**src/design/iee_pkg.sv**
```systemverilog
// shared types and constants for the infix expression evaluator
package iee_pkg;

    // operator codes held on the operator stack
    typedef enum logic [2:0] {
        OP_LPAR = 3'd0,
        OP_ADD  = 3'd1,
        OP_SUB  = 3'd2,
        OP_MUL  = 3'd3,
        OP_DIV  = 3'd4,
        OP_MOD  = 3'd5,
        OP_POW  = 3'd6,
        OP_NONE = 3'd7
    } op_code_t;

    // result status codes
    localparam logic [1:0] ST_OK       = 2'd0;
    localparam logic [1:0] ST_DIV_ZERO = 2'd1;
    localparam logic [1:0] ST_OVERFLOW = 2'd2;

    // character codes
    localparam logic [7:0] CH_PLUS  = 8'd43;
    localparam logic [7:0] CH_MINUS = 8'd45;
    localparam logic [7:0] CH_STAR  = 8'd42;
    localparam logic [7:0] CH_SLASH = 8'd47;
    localparam logic [7:0] CH_PCT   = 8'd37;
    localparam logic [7:0] CH_CARET = 8'd94;
    localparam logic [7:0] CH_LPAR  = 8'd40;
    localparam logic [7:0] CH_RPAR  = 8'd41;
    localparam logic [7:0] CH_ZERO  = 8'd48;
    localparam logic [7:0] CH_NINE  = 8'd57;

    // map a character to its operator code
    function automatic op_code_t char_to_op(input logic [7:0] ch);
        op_code_t r;
        r = OP_NONE;
        case (ch)
            CH_PLUS:  r = OP_ADD;
            CH_MINUS: r = OP_SUB;
            CH_STAR:  r = OP_MUL;
            CH_SLASH: r = OP_DIV;
            CH_PCT:   r = OP_MOD;
            CH_CARET: r = OP_POW;
            default:  r = OP_NONE;
        endcase
        return r;
    endfunction

    // operator precedence
    function automatic logic [1:0] op_prec(input op_code_t c);
        logic [1:0] p;
        case (c)
            OP_ADD, OP_SUB:         p = 2'd1;
            OP_MUL, OP_DIV, OP_MOD: p = 2'd2;
            OP_POW:                 p = 2'd3;
            default:                p = 2'd0;
        endcase
        return p;
    endfunction

    // request from sequencer to the arithmetic unit
    typedef struct packed {
        logic     start;
        op_code_t op;
    } alu_req_t;

    // answer from the arithmetic unit
    typedef struct packed {
        logic done;
        logic div_zero;
    } alu_rsp_t;

endpackage

```
**src/design/iee_alu.sv**
```systemverilog
// multi-cycle shared arithmetic unit: add, subtract, multiply, divide, modulo, power
module iee_alu #(
    parameter int VALUE_WIDTH = 32
) (
    input  logic                   clk,
    input  logic                   rst_n,
    input  iee_pkg::alu_req_t      req,
    input  logic [VALUE_WIDTH-1:0] a,
    input  logic [VALUE_WIDTH-1:0] b,
    output iee_pkg::alu_rsp_t      rsp,
    output logic [VALUE_WIDTH-1:0] result
);
    import iee_pkg::*;

    localparam int W  = VALUE_WIDTH;
    localparam int CW = $clog2(W + 1);

    typedef enum logic [3:0] {
        A_IDLE = 4'b0001,
        A_DIV  = 4'b0010,
        A_POW  = 4'b0100,
        A_DONE = 4'b1000
    } alu_state_t;

    alu_state_t     state_reg, state_next;
    op_code_t       op_reg, op_next;
    logic [W-1:0]   res_reg, res_next;
    logic [W-1:0]   base_reg, base_next;
    logic [W-1:0]   exp_reg, exp_next;
    logic [W-1:0]   rem_reg, rem_next;
    logic [W-1:0]   quo_reg, quo_next;
    logic [W-1:0]   dvs_reg, dvs_next;
    logic [CW-1:0]  cnt_reg, cnt_next;
    logic           qneg_reg, qneg_next;
    logic           rneg_reg, rneg_next;
    logic           mulsel_reg, mulsel_next;
    logic           dz_reg, dz_next;

    logic [W-1:0]   mul_a, mul_b, mul_p;
    logic [W-1:0]   a_mag, b_mag;
    logic [W:0]     shl, sub;

    // one shared multiplier, operands picked by the sequencer
    always_comb
    begin
        mul_a = a;
        mul_b = b;
        if (state_reg == A_POW)
        begin
            mul_a = mulsel_reg ? base_reg : res_reg;
            mul_b = base_reg;
        end
    end
    assign mul_p = W'(mul_a * mul_b);

    assign a_mag = a[W-1] ? W'(-a) : a;
    assign b_mag = b[W-1] ? W'(-b) : b;

    // restoring divide step
    assign shl = {rem_reg, quo_reg[W-1]};
    assign sub = shl - {1'b0, dvs_reg};

    always_comb
    begin
        state_next  = state_reg;
        op_next     = op_reg;
        res_next    = res_reg;
        base_next   = base_reg;
        exp_next    = exp_reg;
        rem_next    = rem_reg;
        quo_next    = quo_reg;
        dvs_next    = dvs_reg;
        cnt_next    = cnt_reg;
        qneg_next   = qneg_reg;
        rneg_next   = rneg_reg;
        mulsel_next = mulsel_reg;
        dz_next     = dz_reg;
        case (state_reg)
            A_IDLE:
            begin
                if (req.start)
                begin
                    op_next    = req.op;
                    dz_next    = 1'b0;
                    state_next = A_DONE;
                    case (req.op)
                        OP_ADD: res_next = a + b;
                        OP_SUB: res_next = a - b;
                        OP_MUL: res_next = mul_p;
                        OP_DIV, OP_MOD:
                        begin
                            if (b == '0)
                            begin
                                res_next = '0;
                                dz_next  = 1'b1;
                            end
                            else
                            begin
                                quo_next   = a_mag;
                                rem_next   = '0;
                                dvs_next   = b_mag;
                                qneg_next  = a[W-1] ^ b[W-1];
                                rneg_next  = a[W-1];
                                cnt_next   = CW'(W);
                                state_next = A_DIV;
                            end
                        end
                        OP_POW:
                        begin
                            if (b[W-1])
                            begin
                                if (a == W'(1))
                                    res_next = W'(1);
                                else if (a == '1)
                                    res_next = b[0] ? '1 : W'(1);
                                else
                                begin
                                    res_next = '0;
                                    dz_next  = (a == '0);
                                end
                            end
                            else
                            begin
                                res_next    = W'(1);
                                base_next   = a;
                                exp_next    = b;
                                cnt_next    = CW'(W);
                                mulsel_next = 1'b0;
                                state_next  = A_POW;
                            end
                        end
                        default: res_next = '0;
                    endcase
                end
            end
            A_DIV:
            begin
                if (sub[W])
                begin
                    rem_next = shl[W-1:0];
                    quo_next = {quo_reg[W-2:0], 1'b0};
                end
                else
                begin
                    rem_next = sub[W-1:0];
                    quo_next = {quo_reg[W-2:0], 1'b1};
                end
                cnt_next = cnt_reg - CW'(1);
                if (cnt_reg == CW'(1))
                begin
                    if (op_reg == OP_DIV)
                        res_next = qneg_reg ? W'(-quo_next) : quo_next;
                    else
                        res_next = rneg_reg ? W'(-rem_next) : rem_next;
                    state_next = A_DONE;
                end
            end
            A_POW:
            begin
                // per exponent bit: multiply result if the bit is set, then square base
                if (!mulsel_reg)
                begin
                    if (exp_reg[0])
                        res_next = mul_p;
                    mulsel_next = 1'b1;
                end
                else
                begin
                    base_next   = mul_p;
                    exp_next    = exp_reg >> 1;
                    mulsel_next = 1'b0;
                    cnt_next    = cnt_reg - CW'(1);
                    if (cnt_reg == CW'(1) || exp_next == '0)
                        state_next = A_DONE;
                end
            end
            A_DONE:  state_next = A_IDLE;
            default: state_next = A_IDLE;
        endcase
    end

    always_ff @(posedge clk or negedge rst_n)
    begin
        if (!rst_n)
            state_reg <= A_IDLE;
        else
            state_reg <= state_next;
    end

    always_ff @(posedge clk)
    begin
        op_reg     <= op_next;
        res_reg    <= res_next;
        base_reg   <= base_next;
        exp_reg    <= exp_next;
        rem_reg    <= rem_next;
        quo_reg    <= quo_next;
        dvs_reg    <= dvs_next;
        cnt_reg    <= cnt_next;
        qneg_reg   <= qneg_next;
        rneg_reg   <= rneg_next;
        mulsel_reg <= mulsel_next;
        dz_reg     <= dz_next;
    end

    assign rsp.done     = (state_reg == A_DONE);
    assign rsp.div_zero = dz_reg;
    assign result       = res_reg;

endmodule

```
**src/design/infix_expression_evaluator_unit.sv**
```systemverilog
// top level: character sequencer, two stacks and shared arithmetic unit
//
//  channel | signals                                | direction
//  --------+----------------------------------------+----------
//  in      | in_valid in_ready char_code last_char  | request in
//  out     | out_valid out_ready value status       | result out
//
// a digit or ignored character is handled in S_CHAR; an operator or paren
// goes on to S_CHECK, and each operator applied passes S_OPRD, S_POPB, S_POPA,
// S_EXEC and S_WAIT, where the arithmetic unit iterates for / % and ^ (not for
// a zero divisor or a negative exponent); a paren dropped in the flush passes
// S_OPRD; the last character goes through S_FIN and the flush to S_OUT.
// reset clears counters and state; stack contents are not cleared. in_ready is
// low while a character is being worked on; a finished result holds in S_OUT
// while the previous one still waits in the output register.
module infix_expression_evaluator_unit #(
    parameter int STACK_DEPTH = 64,
    parameter int VALUE_WIDTH = 32
) (
    input  logic        clk,
    input  logic        rst_n,
    input  logic        in_valid,
    output logic        in_ready,
    input  logic [7:0]  char_code,
    input  logic        last_char,
    output logic        out_valid,
    input  logic        out_ready,
    output logic signed [31:0] value,
    output logic [1:0]  status
);
    import iee_pkg::*;

    localparam int W  = VALUE_WIDTH;
    localparam int AW = (STACK_DEPTH > 1) ? $clog2(STACK_DEPTH) : 1;
    localparam int CW = $clog2(STACK_DEPTH + 1);

    typedef enum logic [9:0] {
        S_IDLE  = 10'b0000000001,
        S_CHAR  = 10'b0000000010,
        S_CHECK = 10'b0000000100,
        S_OPRD  = 10'b0000001000,
        S_POPB  = 10'b0000010000,
        S_POPA  = 10'b0000100000,
        S_EXEC  = 10'b0001000000,
        S_WAIT  = 10'b0010000000,
        S_FIN   = 10'b0100000000,
        S_OUT   = 10'b1000000000
    } seq_state_t;

    // stacks
    logic [2:0]   ostk [STACK_DEPTH];
    logic [W-1:0] vstk [STACK_DEPTH];
    logic [2:0]   otop_reg;
    logic [W-1:0] vtop_reg;

    seq_state_t   state_reg, state_next;
    logic [CW-1:0] ocnt_reg, ocnt_next;
    logic [CW-1:0] vcnt_reg, vcnt_next;
    logic [W-1:0]  acc_reg, acc_next;
    logic          innum_reg, innum_next;
    logic [1:0]    err_reg, err_next;
    logic [7:0]    ch_reg;
    logic          last_reg;
    op_code_t      curop_reg, curop_next;
    op_code_t      exop_reg, exop_next;
    logic          flush_reg, flush_next;
    logic          rpar_reg, rpar_next;
    logic [W-1:0]  a_reg, a_next, b_reg, b_next;
    logic [31:0]   val_reg, val_next;
    logic [1:0]    st_reg, st_next;
    logic          out_valid_reg, out_valid_next, out_valid_reg_set;

    logic          opush, vpush;
    logic [2:0]    opush_d;
    logic [W-1:0]  vpush_d;
    logic [AW-1:0] ord_addr, vrd_addr;
    alu_req_t      areq;
    alu_rsp_t      arsp;
    logic [W-1:0]  ares;
    op_code_t      chop, topop;
    logic          is_digit;

    assign is_digit = (ch_reg >= CH_ZERO) && (ch_reg <= CH_NINE);
    assign chop     = char_to_op(ch_reg);
    assign topop    = op_code_t'(otop_reg);

    iee_alu #(.VALUE_WIDTH(W)) u_alu (
        .clk    (clk),
        .rst_n  (rst_n),
        .req    (areq),
        .a      (a_reg),
        .b      (b_reg),
        .rsp    (arsp),
        .result (ares)
    );

    // sequencer
    always_comb
    begin
        state_next = state_reg;
        ocnt_next  = ocnt_reg;
        vcnt_next  = vcnt_reg;
        acc_next   = acc_reg;
        innum_next = innum_reg;
        err_next   = err_reg;
        curop_next = curop_reg;
        exop_next  = exop_reg;
        flush_next = flush_reg;
        rpar_next  = rpar_reg;
        a_next     = a_reg;
        b_next     = b_reg;
        val_next   = val_reg;
        st_next    = st_reg;
        opush      = 1'b0;
        opush_d    = OP_LPAR;
        vpush      = 1'b0;
        vpush_d    = acc_reg;
        areq.start = 1'b0;
        areq.op    = exop_reg;
        case (state_reg)
            S_IDLE:
            begin
                if (in_valid)
                    state_next = S_CHAR;
            end
            S_CHAR:
            begin
                flush_next = 1'b0;
                rpar_next  = 1'b0;
                if (is_digit)
                begin
                    acc_next   = W'(acc_reg * W'(10)) + W'(ch_reg - CH_ZERO);
                    innum_next = 1'b1;
                    state_next = last_reg ? S_FIN : S_IDLE;
                end
                else
                begin
                    if (innum_reg)
                    begin
                        if (vcnt_reg >= CW'(STACK_DEPTH))
                        begin
                            if (err_reg == ST_OK) err_next = ST_OVERFLOW;
                        end
                        else
                        begin
                            vpush     = 1'b1;
                            vcnt_next = vcnt_reg + CW'(1);
                        end
                        acc_next   = '0;
                        innum_next = 1'b0;
                    end
                    curop_next = chop;
                    if (chop != OP_NONE)
                        state_next = S_CHECK;
                    else if (ch_reg == CH_LPAR)
                    begin
                        curop_next = OP_LPAR;
                        state_next = S_CHECK;
                    end
                    else if (ch_reg == CH_RPAR)
                    begin
                        rpar_next  = 1'b1;
                        state_next = S_CHECK;
                    end
                    else
                        state_next = last_reg ? S_FIN : S_IDLE;
                end
            end
            S_CHECK:
            begin
                // top of operator stack is in otop_reg
                if (curop_reg == OP_LPAR && !rpar_reg && !flush_reg)
                begin
                    if (ocnt_reg >= CW'(STACK_DEPTH))
                    begin
                        if (err_reg == ST_OK) err_next = ST_OVERFLOW;
                    end
                    else
                    begin
                        opush     = 1'b1;
                        opush_d   = OP_LPAR;
                        ocnt_next = ocnt_reg + CW'(1);
                    end
                    state_next = last_reg ? S_FIN : S_IDLE;
                end
                else if (flush_reg)
                begin
                    if (ocnt_reg == '0)
                        state_next = S_OUT;
                    else
                        state_next = S_OPRD;
                end
                else if (rpar_reg)
                begin
                    if (ocnt_reg == '0)
                        state_next = last_reg ? S_FIN : S_IDLE;
                    else if (topop == OP_LPAR)
                    begin
                        ocnt_next  = ocnt_reg - CW'(1);
                        state_next = last_reg ? S_FIN : S_IDLE;
                    end
                    else
                        state_next = S_OPRD;
                end
                else
                begin
                    if (ocnt_reg != '0 && op_prec(topop) >= op_prec(curop_reg))
                        state_next = S_OPRD;
                    else
                    begin
                        if (ocnt_reg >= CW'(STACK_DEPTH))
                        begin
                            if (err_reg == ST_OK) err_next = ST_OVERFLOW;
                        end
                        else
                        begin
                            opush     = 1'b1;
                            opush_d   = curop_reg;
                            ocnt_next = ocnt_reg + CW'(1);
                        end
                        state_next = last_reg ? S_FIN : S_IDLE;
                    end
                end
            end
            S_OPRD:
            begin
                // pop operator and keep it for the arithmetic unit, popping operand b; a paren is dropped
                ocnt_next = ocnt_reg - CW'(1);
                exop_next = topop;
                if (topop == OP_LPAR)
                    state_next = S_CHECK;
                else
                begin
                    b_next = (vcnt_reg != '0) ? vtop_reg : '0;
                    if (vcnt_reg != '0) vcnt_next = vcnt_reg - CW'(1);
                    state_next = S_POPB;
                end
            end
            S_POPB:
            begin
                // vtop now reflects the next value
                state_next = S_POPA;
            end
            S_POPA:
            begin
                a_next = (vcnt_reg != '0) ? vtop_reg : '0;
                if (vcnt_reg != '0) vcnt_next = vcnt_reg - CW'(1);
                state_next = S_EXEC;
            end
            S_EXEC:
            begin
                areq.start = 1'b1;
                state_next = S_WAIT;
            end
            S_WAIT:
            begin
                if (arsp.done)
                begin
                    if (arsp.div_zero && err_reg == ST_OK)
                        err_next = ST_DIV_ZERO;
                    vpush_d = ares;
                    if (vcnt_reg >= CW'(STACK_DEPTH))
                    begin
                        if (err_reg == ST_OK && !arsp.div_zero)
                            err_next = ST_OVERFLOW;
                    end
                    else
                    begin
                        vpush     = 1'b1;
                        vcnt_next = vcnt_reg + CW'(1);
                    end
                    state_next = S_CHECK;
                end
            end
            S_FIN:
            begin
                flush_next = 1'b1;
                if (innum_reg)
                begin
                    if (vcnt_reg >= CW'(STACK_DEPTH))
                    begin
                        if (err_reg == ST_OK) err_next = ST_OVERFLOW;
                    end
                    else
                    begin
                        vpush     = 1'b1;
                        vcnt_next = vcnt_reg + CW'(1);
                    end
                    acc_next   = '0;
                    innum_next = 1'b0;
                end
                state_next = S_CHECK;
            end
            S_OUT:
            begin
                if (!out_valid_reg_set)
                begin
                    val_next   = (err_reg != ST_OK || vcnt_reg == '0) ? 32'd0
                               : 32'(signed'(vtop_reg));
                    st_next    = err_reg;
                    ocnt_next  = '0;
                    vcnt_next  = '0;
                    acc_next   = '0;
                    innum_next = 1'b0;
                    err_next   = ST_OK;
                    flush_next = 1'b0;
                    state_next = S_IDLE;
                end
            end
            default: state_next = S_IDLE;
        endcase
    end

    // output register
    assign out_valid_reg_set = out_valid_reg && !out_ready;

    always_comb
    begin
        out_valid_next = out_valid_reg;
        if (out_valid_reg && out_ready)
            out_valid_next = 1'b0;
        if (state_reg == S_OUT && !out_valid_reg_set)
            out_valid_next = 1'b1;
    end

    // stack read addresses track the next count so the top is ready
    assign ord_addr = (ocnt_next == '0) ? '0 : AW'(ocnt_next - CW'(1));
    assign vrd_addr = (vcnt_next == '0) ? '0 : AW'(vcnt_next - CW'(1));

    // operator stack memory
    always_ff @(posedge clk)
    begin
        if (opush)
            ostk[AW'(ocnt_reg)] <= opush_d;
        otop_reg <= (opush) ? opush_d : ostk[ord_addr];
    end

    // value stack memory
    always_ff @(posedge clk)
    begin
        if (vpush)
            vstk[AW'(vcnt_reg)] <= vpush_d;
        vtop_reg <= (vpush) ? vpush_d : vstk[vrd_addr];
    end

    // control registers
    always_ff @(posedge clk or negedge rst_n)
    begin
        if (!rst_n)
        begin
            state_reg     <= S_IDLE;
            ocnt_reg      <= '0;
            vcnt_reg      <= '0;
            acc_reg       <= '0;
            innum_reg     <= 1'b0;
            err_reg       <= ST_OK;
            flush_reg     <= 1'b0;
            rpar_reg      <= 1'b0;
            out_valid_reg <= 1'b0;
        end
        else
        begin
            state_reg     <= state_next;
            ocnt_reg      <= ocnt_next;
            vcnt_reg      <= vcnt_next;
            acc_reg       <= acc_next;
            innum_reg     <= innum_next;
            err_reg       <= err_next;
            flush_reg     <= flush_next;
            rpar_reg      <= rpar_next;
            out_valid_reg <= out_valid_next;
        end
    end

    // payload registers
    always_ff @(posedge clk)
    begin
        if (state_reg == S_IDLE && in_valid)
        begin
            ch_reg   <= char_code;
            last_reg <= last_char;
        end
        curop_reg <= curop_next;
        exop_reg  <= exop_next;
        a_reg     <= a_next;
        b_reg     <= b_next;
        val_reg   <= val_next;
        st_reg    <= st_next;
    end

    assign in_ready  = (state_reg == S_IDLE);
    assign out_valid = out_valid_reg;
    assign value     = val_reg;
    assign status    = st_reg;

endmodule
```
**config.mk**
```make
export PLATFORM = sky130hd
export DESIGN_NAME = infix_expression_evaluator_unit
export DESIGN_NICKNAME = d
export VERILOG_FILES = /design/src/design/iee_pkg.sv /design/src/design/iee_alu.sv /design/src/design/infix_expression_evaluator_unit.sv
export SDC_FILE = /design/constraint.sdc
export NUM_CORES = 2
export LEC_CHECK = 0
export BUFFER_PORTS_ARGS = -buffer_cell sky130_fd_sc_hd__buf_2
export CORE_MARGIN = 2
export CORE_UTILIZATION = 58
export DETAILED_ROUTE_END_ITERATION = 6
export PLACE_DENSITY = 0.77
export SETUP_SLACK_MARGIN = 0.2
export SLEW_MARGIN = 20
export SYNTH_ARGS = -nofsm -noshare
export SYNTH_HDL_FRONTEND = slang
export SYNTH_SLANG_ARGS = --single-unit
```
**constraint.sdc**
```tcl
create_clock -name clk -period 9.18 [get_ports clk]
set_input_delay 0.918 -clock clk [delete_from_list [all_inputs] [get_ports clk]]
set_output_delay 0.918 -clock clk [all_outputs]
set_load 0.03 [all_outputs]
```
# == Yosys cells after proc, flatten, opt, wreduce, memory -nomap -nowiden ==
# Memory sizes are Yosys's and may differ from the RTL's. A register that Yosys moved wholly into a read port is not among the register bits.
# Index checks and enable logic that the tools add are counted.
# word_totals
wordCells,350
latchBits,0
romBits,0
mem_count,2
out_inout_bits,36
ramBits,2240
register_bits,384
# mem_list
memory,words,width,rd,rd_clocked_by_memory_dff,wr,line,rtl
vstk,64,32,1,1,1,infix_expression_evaluator_unit.sv:52,logic [W-1:0] vstk [STACK_DEPTH];
ostk,64,3,1,1,1,infix_expression_evaluator_unit.sv:51,logic [2:0] ostk [STACK_DEPTH];
# op_classes
div,0
mux,168
bitwise,5
n_mul,2
shifts,0
eq_ne,66
order_cmp,5
add_sub_neg,16
n_reduce_logical,55
# op_table
cell,count
$mux 32,39
$pmux 32 s2,4
$pmux 32 s3,2
$pmux 32 s5,1
$neg 32->32,4
$mux 7,15
$pmux 10 s10,1
$logic_not 32->1,3
$mux 9,8
$mux 10,7
$add 32x32->32,2
$eq 8x6->1 const B,7
$mux 2,22
$pmux 7 s6,1
$mux 6,6
$sub 33x32->33,1
$eq 32x1->1 const B,1
$eq 32x32->1 const B,1
$mul 32x3->31 const B,1
$mul 32x32->32,1
$mux 1,32
$sub 32x32->32,1
$mux 31,1
$eq 3x3->1 const B,10
other kinds (63),146

# == Longest topological paths before layout ==
# logic_depth
ltp_word,16
ltp_mapped,35
ltp_nobuf,31

# == Cells and area by module ==
# A second synthesis with hierarchy kept.
# hier_totals
hier_cells,8557
area_unflattened_um2,130687.8
# by_module_without_submodules
module,instances,seq_area_each_um2,cells_each,area_each_um2
infix_expression_evaluator_unit,1,72450.7,4714,97564.8
iee_alu,1,6227.2,3843,33123.0

# == Least setup slack after synthesis ==
# Ideal clock, no wire load.
# synth_path
path_kind,register to register
start,reg u_alu.state_reg[0]
end,reg u_alu.res_reg[31] (netlist: u_alu.result[31]) (data pin)
arrival_ps,8894
period_less_slack_ps,9153
stages_incl_launch_ff,36
path_slack_ps,27
t_required_ps,8921
path_cell_list,dfstp_2 > or4b_1 > clkbuf_1 > clkbuf_1 > clkbuf_1 > clkbuf_1 > clkbuf_1 > nand2_1 > o21ai_1 > nand2_1 > fa_1 > inv_1 > fa_1 > fa_1 > inv_1 > fa_1 > inv_1 > fa_1 > inv_1 > fa_1 > inv_1 > fa_1 > fa_1 > ha_1 > nand2_1 > nor2_1 > nand2_1 > a2111oi_0 > o21a_1 > a22oi_1 > a21oi_1 > and4_1 > or3_1 > mux2_2 > nor2_1 > a211o_1
# synth_between
elab_chain_cells,6
word_cells_on_any_way,11
# synth_rtl
element,line,rtl
start: declaration,iee_alu.sv:25,"alu_state_t state_reg, state_next;"
start signal: assignment,iee_alu.sv:187,state_reg <= state_next;
$eq 4x3->1,"iee_alu.sv:48, iee_alu.sv:78",
$mux 32,iee_alu.sv:48,if (state_reg == A_POW)
$mul 32x32->32,iee_alu.sv:54,assign mul_p = W'(mul_a * mul_b);
$pmux 32 s5 / $mux 32 (equally long branches),"iee_alu.sv:86, iee_alu.sv:163",
$mux 32 (on tied branches),"iee_alu.sv:81, iee_alu.sv:161",
$pmux 32 s3 *,iee_alu.sv:78,case (state_reg)
net u_alu.res_next[31],iee_alu.sv:27,"logic [W-1:0] res_reg, res_next;"
end signal: assignment,iee_alu.sv:193,res_reg <= res_next;
end: declaration,iee_alu.sv:27,
# The timed path passes the listed nets; every way through them passes the cells marked *. The select of a mux whose other input is x is not followed.
# A chain may end at the register's enable or synchronous reset.

# == Final worst setup path ==
# layout_path
start,reg u_alu.state_reg[1]
end,reg u_alu.res_reg[31] (netlist: u_alu.result[31]) (data pin)
# Same word-level chain as after synthesis.

==> impl_metrics.csv <==
group,metric,value,unit
status,status,"complete, but fails checks",
status,violations,"design-rule violations",
critical_path,endpoint_kind,"flip-flop",
logic_synthesis,synth_cells,8364,
critical_path,crit_path_end,"u_alu.result[31]",
critical_path,rrSetupSlack,0.31,ns
clocking,clk_path_buf_depth,4,
routing,antenna_left,0,
clocking,clk_latency,0.96,ns
pwr,p_leak,52.2,nW
global_routing,grt_pass1_vias,81700,
logic_synthesis,synthArstFlopShare,2.50,%
critical_path,reg2reg_from,"u_alu.state_reg[1]",
critical_path,worstPathRequired,9.81,ns
place,detailed_place_hpwl,258000,µm
critical_path,crit_arrival,9.50,ns
global_routing,grt_pass1_wl,594000,µm
routing,remaining_drc_errors,23,
timing,tns,0,ns
final_layout,drive_above_1_share,19.7,%
logic_synthesis,ys.flop_type,"edfxtp_1",
critical_path,r2r_end,"u_alu.result[31]",
timing,slew_violations,0,
logic_synthesis,syn_area,0.130,mm²
critical_path,crit_fanout,18,
final_layout,fin_util,65.2,%
final_layout,area_growth,11.7,%
logic_synthesis,yosysTopAreaCellShare,59.2,%
final_layout,fillers,14800,
critical_path,path_class,"reg2reg",
min_path,hold_class,"in2reg",
routing,wirelength,419000,µm
die,core,0.222,mm²
global_routing,grt_max_degree,111,
clocking,cts_buffers,283,
die,die_h,477,µm
final_layout,regMostFlops,"vstk",
logic_synthesis,ys_ff_latch,2635,
die,placementRows,173,
logic_synthesis,syn_nets,9080,
routing,first_iter_violations,12000,
timing,setup_viol,0,
clocking,cts-root-buf,"clkbuf_16",
routing,wl_per_cell,35.4,µm
die,dieArea,0.227,mm²
final_layout,largestRegisters,"vstk: 2048 flops, ostk: 192 flops",
timing,slew_headroom,17.8,%
final_layout,multi_input_area,0.0485,mm²
clocking,h-tree-depth,5,
logic_synthesis,yosys.area.top_type,"edfxtp_1",
final_layout,ff_latch_area,0.0787,mm²
global_routing,grtUsageTotal,36.7,%
run,maxCapViolCount,0,
timing,fmax,0.113,GHz
routing,vias_per_cell,6.89,
die,pin_count,49,
pwr,cellPowerDensity,248,mW/mm²
logic_synthesis,synth_seq_area_share,60.7,%
critical_path,crit_start,"u_alu.state_reg[1]",
clocking,cts_hold_buf,0,
timing,worst_clock_skew,0.0940,ns
global_routing,antenna_found_initial,21,
place,gp_congestion,1.06,
clocking,clkSlewWorstSetupHoldPaths,0.06,ns
timing,finalCritPeriodShare,96.6,%
place,port_buffers,48,
timing,fin_crit,8.87,ns
final_layout,nets,9373,
critical_path,crit_path_start_kind,"flip-flop",
routing,dr.pass1.iters,7,
final_layout,mostFrequentLayoutCells,"edfxtp_1 (2557), mux4_2 (701), nand2_1 (655)",
global_routing,overflow,0,
routing,vias,81600,
pwr,ir_drop,0.000247,V
logic_synthesis,ys_types,108,
timing,rsz0062_at_grt,"no",
final_layout,largest_reg_flops,2048,
logic_synthesis,synth-edff-count,2557,
timing,finalHoldViolations,0,
timing,worst_pin_slew,1.23,ns
die,die_x,477,µm
logic_synthesis,yosysWarnings,0,
critical_path,rr_worst_depth,26,
logic_synthesis,synth.area.top_cells,"edfxtp_1 (59%), mux4_2 (12%), fa_1 (6.4%)",
clocking,cts_sinks,2635,
final_layout,final_common_cell,"edfxtp_1",
logic_synthesis,avgSynthCellArea,15.5,µm²
clocking,cts_tree,"built",
die,initial_utilization,58.3,%
==> what timing repair did <==
item	in CTS	in global routing
hold endpoints to repair	0	0
pin swaps	0	16
setup buffers	0	18
cloned	0	5
resized for setup	3	59
endpoints found under the setup margin	4	18
==> synthesized netlist by cell type, types with 43 or more instances <==
master / instances
edfxtp_1: 2557
mux4_2: 701
nor2_1: 693
nand2_1: 657
inv_1: 510
fa_1: 412
clkbuf_1: 298
ha_1: 291
o21ai_0: 272
xnor2_1: 195
a21oi_1: 183
xor2_1: 143
mux2i_1: 101
nor3_1: 87
nand3_1: 81
buf_1: 75
a211oi_1: 69
mux2_2: 65
dfrtp_1: 64
nor2b_1: 59
a21o_1: 54
and2_1: 51
nand2b_1: 51
o31ai_1: 51
nor3b_1: 43
==> power breakdown <==
part	total (mW)	internal (mW)	switching, mW
clock	11.1	6.36	4.76
sequential	15.0	14.5	0.466
combinational	9.74	4.00	5.74
total	35.9	24.9	11.0
==> kinds of logic (layout without fill, tap and decap cells) <==
family,count (synthesis),count (layout),synth area share (%)
mux,867,867,13.5
fa+ha+maj,703,703,9.17
buf+inv,908,1390,2.65
simple gates,1946,1947,6.83
xor+xnor,339,339,2.30
flops,2635,2635,60.7
compound gates,966,966,4.86
other cells,0,18,0
==> final cells by class <==
class | count | area share [%]
well taps | 2975 | 2.57
clock buffers | 346 | 5.16
flip-flops and latches | 2635 | 54.3
clock inverters | 129 | 0.822
diodes | 18 | 0.0311
repair buffers | 402 | 2.26
inverters | 513 | 1.33
multi-input cells | 4822 | 33.5
==> worst min-delay path by stage <==
stage | from | cells past startpoint | slack (ns) | endpoint
after CTS | char_code[3] | 1 | 0.07 | ch_reg[3]
after detailed placement | acc_reg[31] | 2 | 0.48 | acc_reg[31]
after global placement | acc_reg[31] | 2 | 0.47 | acc_reg[31]
after floorplan | exop_reg[1] | 0 | 0.42 | u_alu.op_reg[1]
after global routing | char_code[0] | 1 | 0.1 | ch_reg[0]
final | char_code[3] | 1 | 0.13 | ch_reg[3]
==> routing by layer <==
layer  vias up  track usage, %  share of wire (%)
li1      32300               -                  -
met1     41600            45.6                 34
met2      6204            59.3                 48
met3      1434            7.62                 10
met4        10            22.9                7.5
met5         -               0              0.017
==> per-stage QoR <==
step	hold slack [ns]	instances	total power [mW]	setup WS (ns)	cell area (µm²)
6_report	0.129	11800	35.9	0.311	145000
5_1_grt	0.0967	11800	36.7	0.139	145000
4_1_cts	0.0728	11800	35.8	0.191	144000
3_5_place_dp	0.483	11300	24.6	0.150	136000
3_3_place_gp	0.468	11300	24.3	0.232	136000
2_1_floorplan	0.424	8364	21.4	0.232	130000
==> worst max-delay path, cell delays in order, from the launching register on <==
cell and delay [ns]:
dfrtp_2 0.47, nor4b_4 0.38, buf_4 0.20, buf_6 0.24
mux2_2 0.64, or2_2 0.43, fa_1 0.46, fa_1 0.44
fa_1 0.53, inv_1 0.07, fa_1 0.53, inv_1 0.05
fa_1 0.46, fa_1 0.51, fa_1 0.43, fa_1 0.39
xor2_1 0.16, xnor2_1 0.13, xnor2_1 0.21, xnor2_1 0.11
xnor2_1 0.36, xnor2_1 0.21, xnor3_1 0.44, buf_4 0.18
mux2_2 0.22, nor2_1 0.04, a211o_1 0.26
No activity file was read; power rests on OpenSTA's default activity.
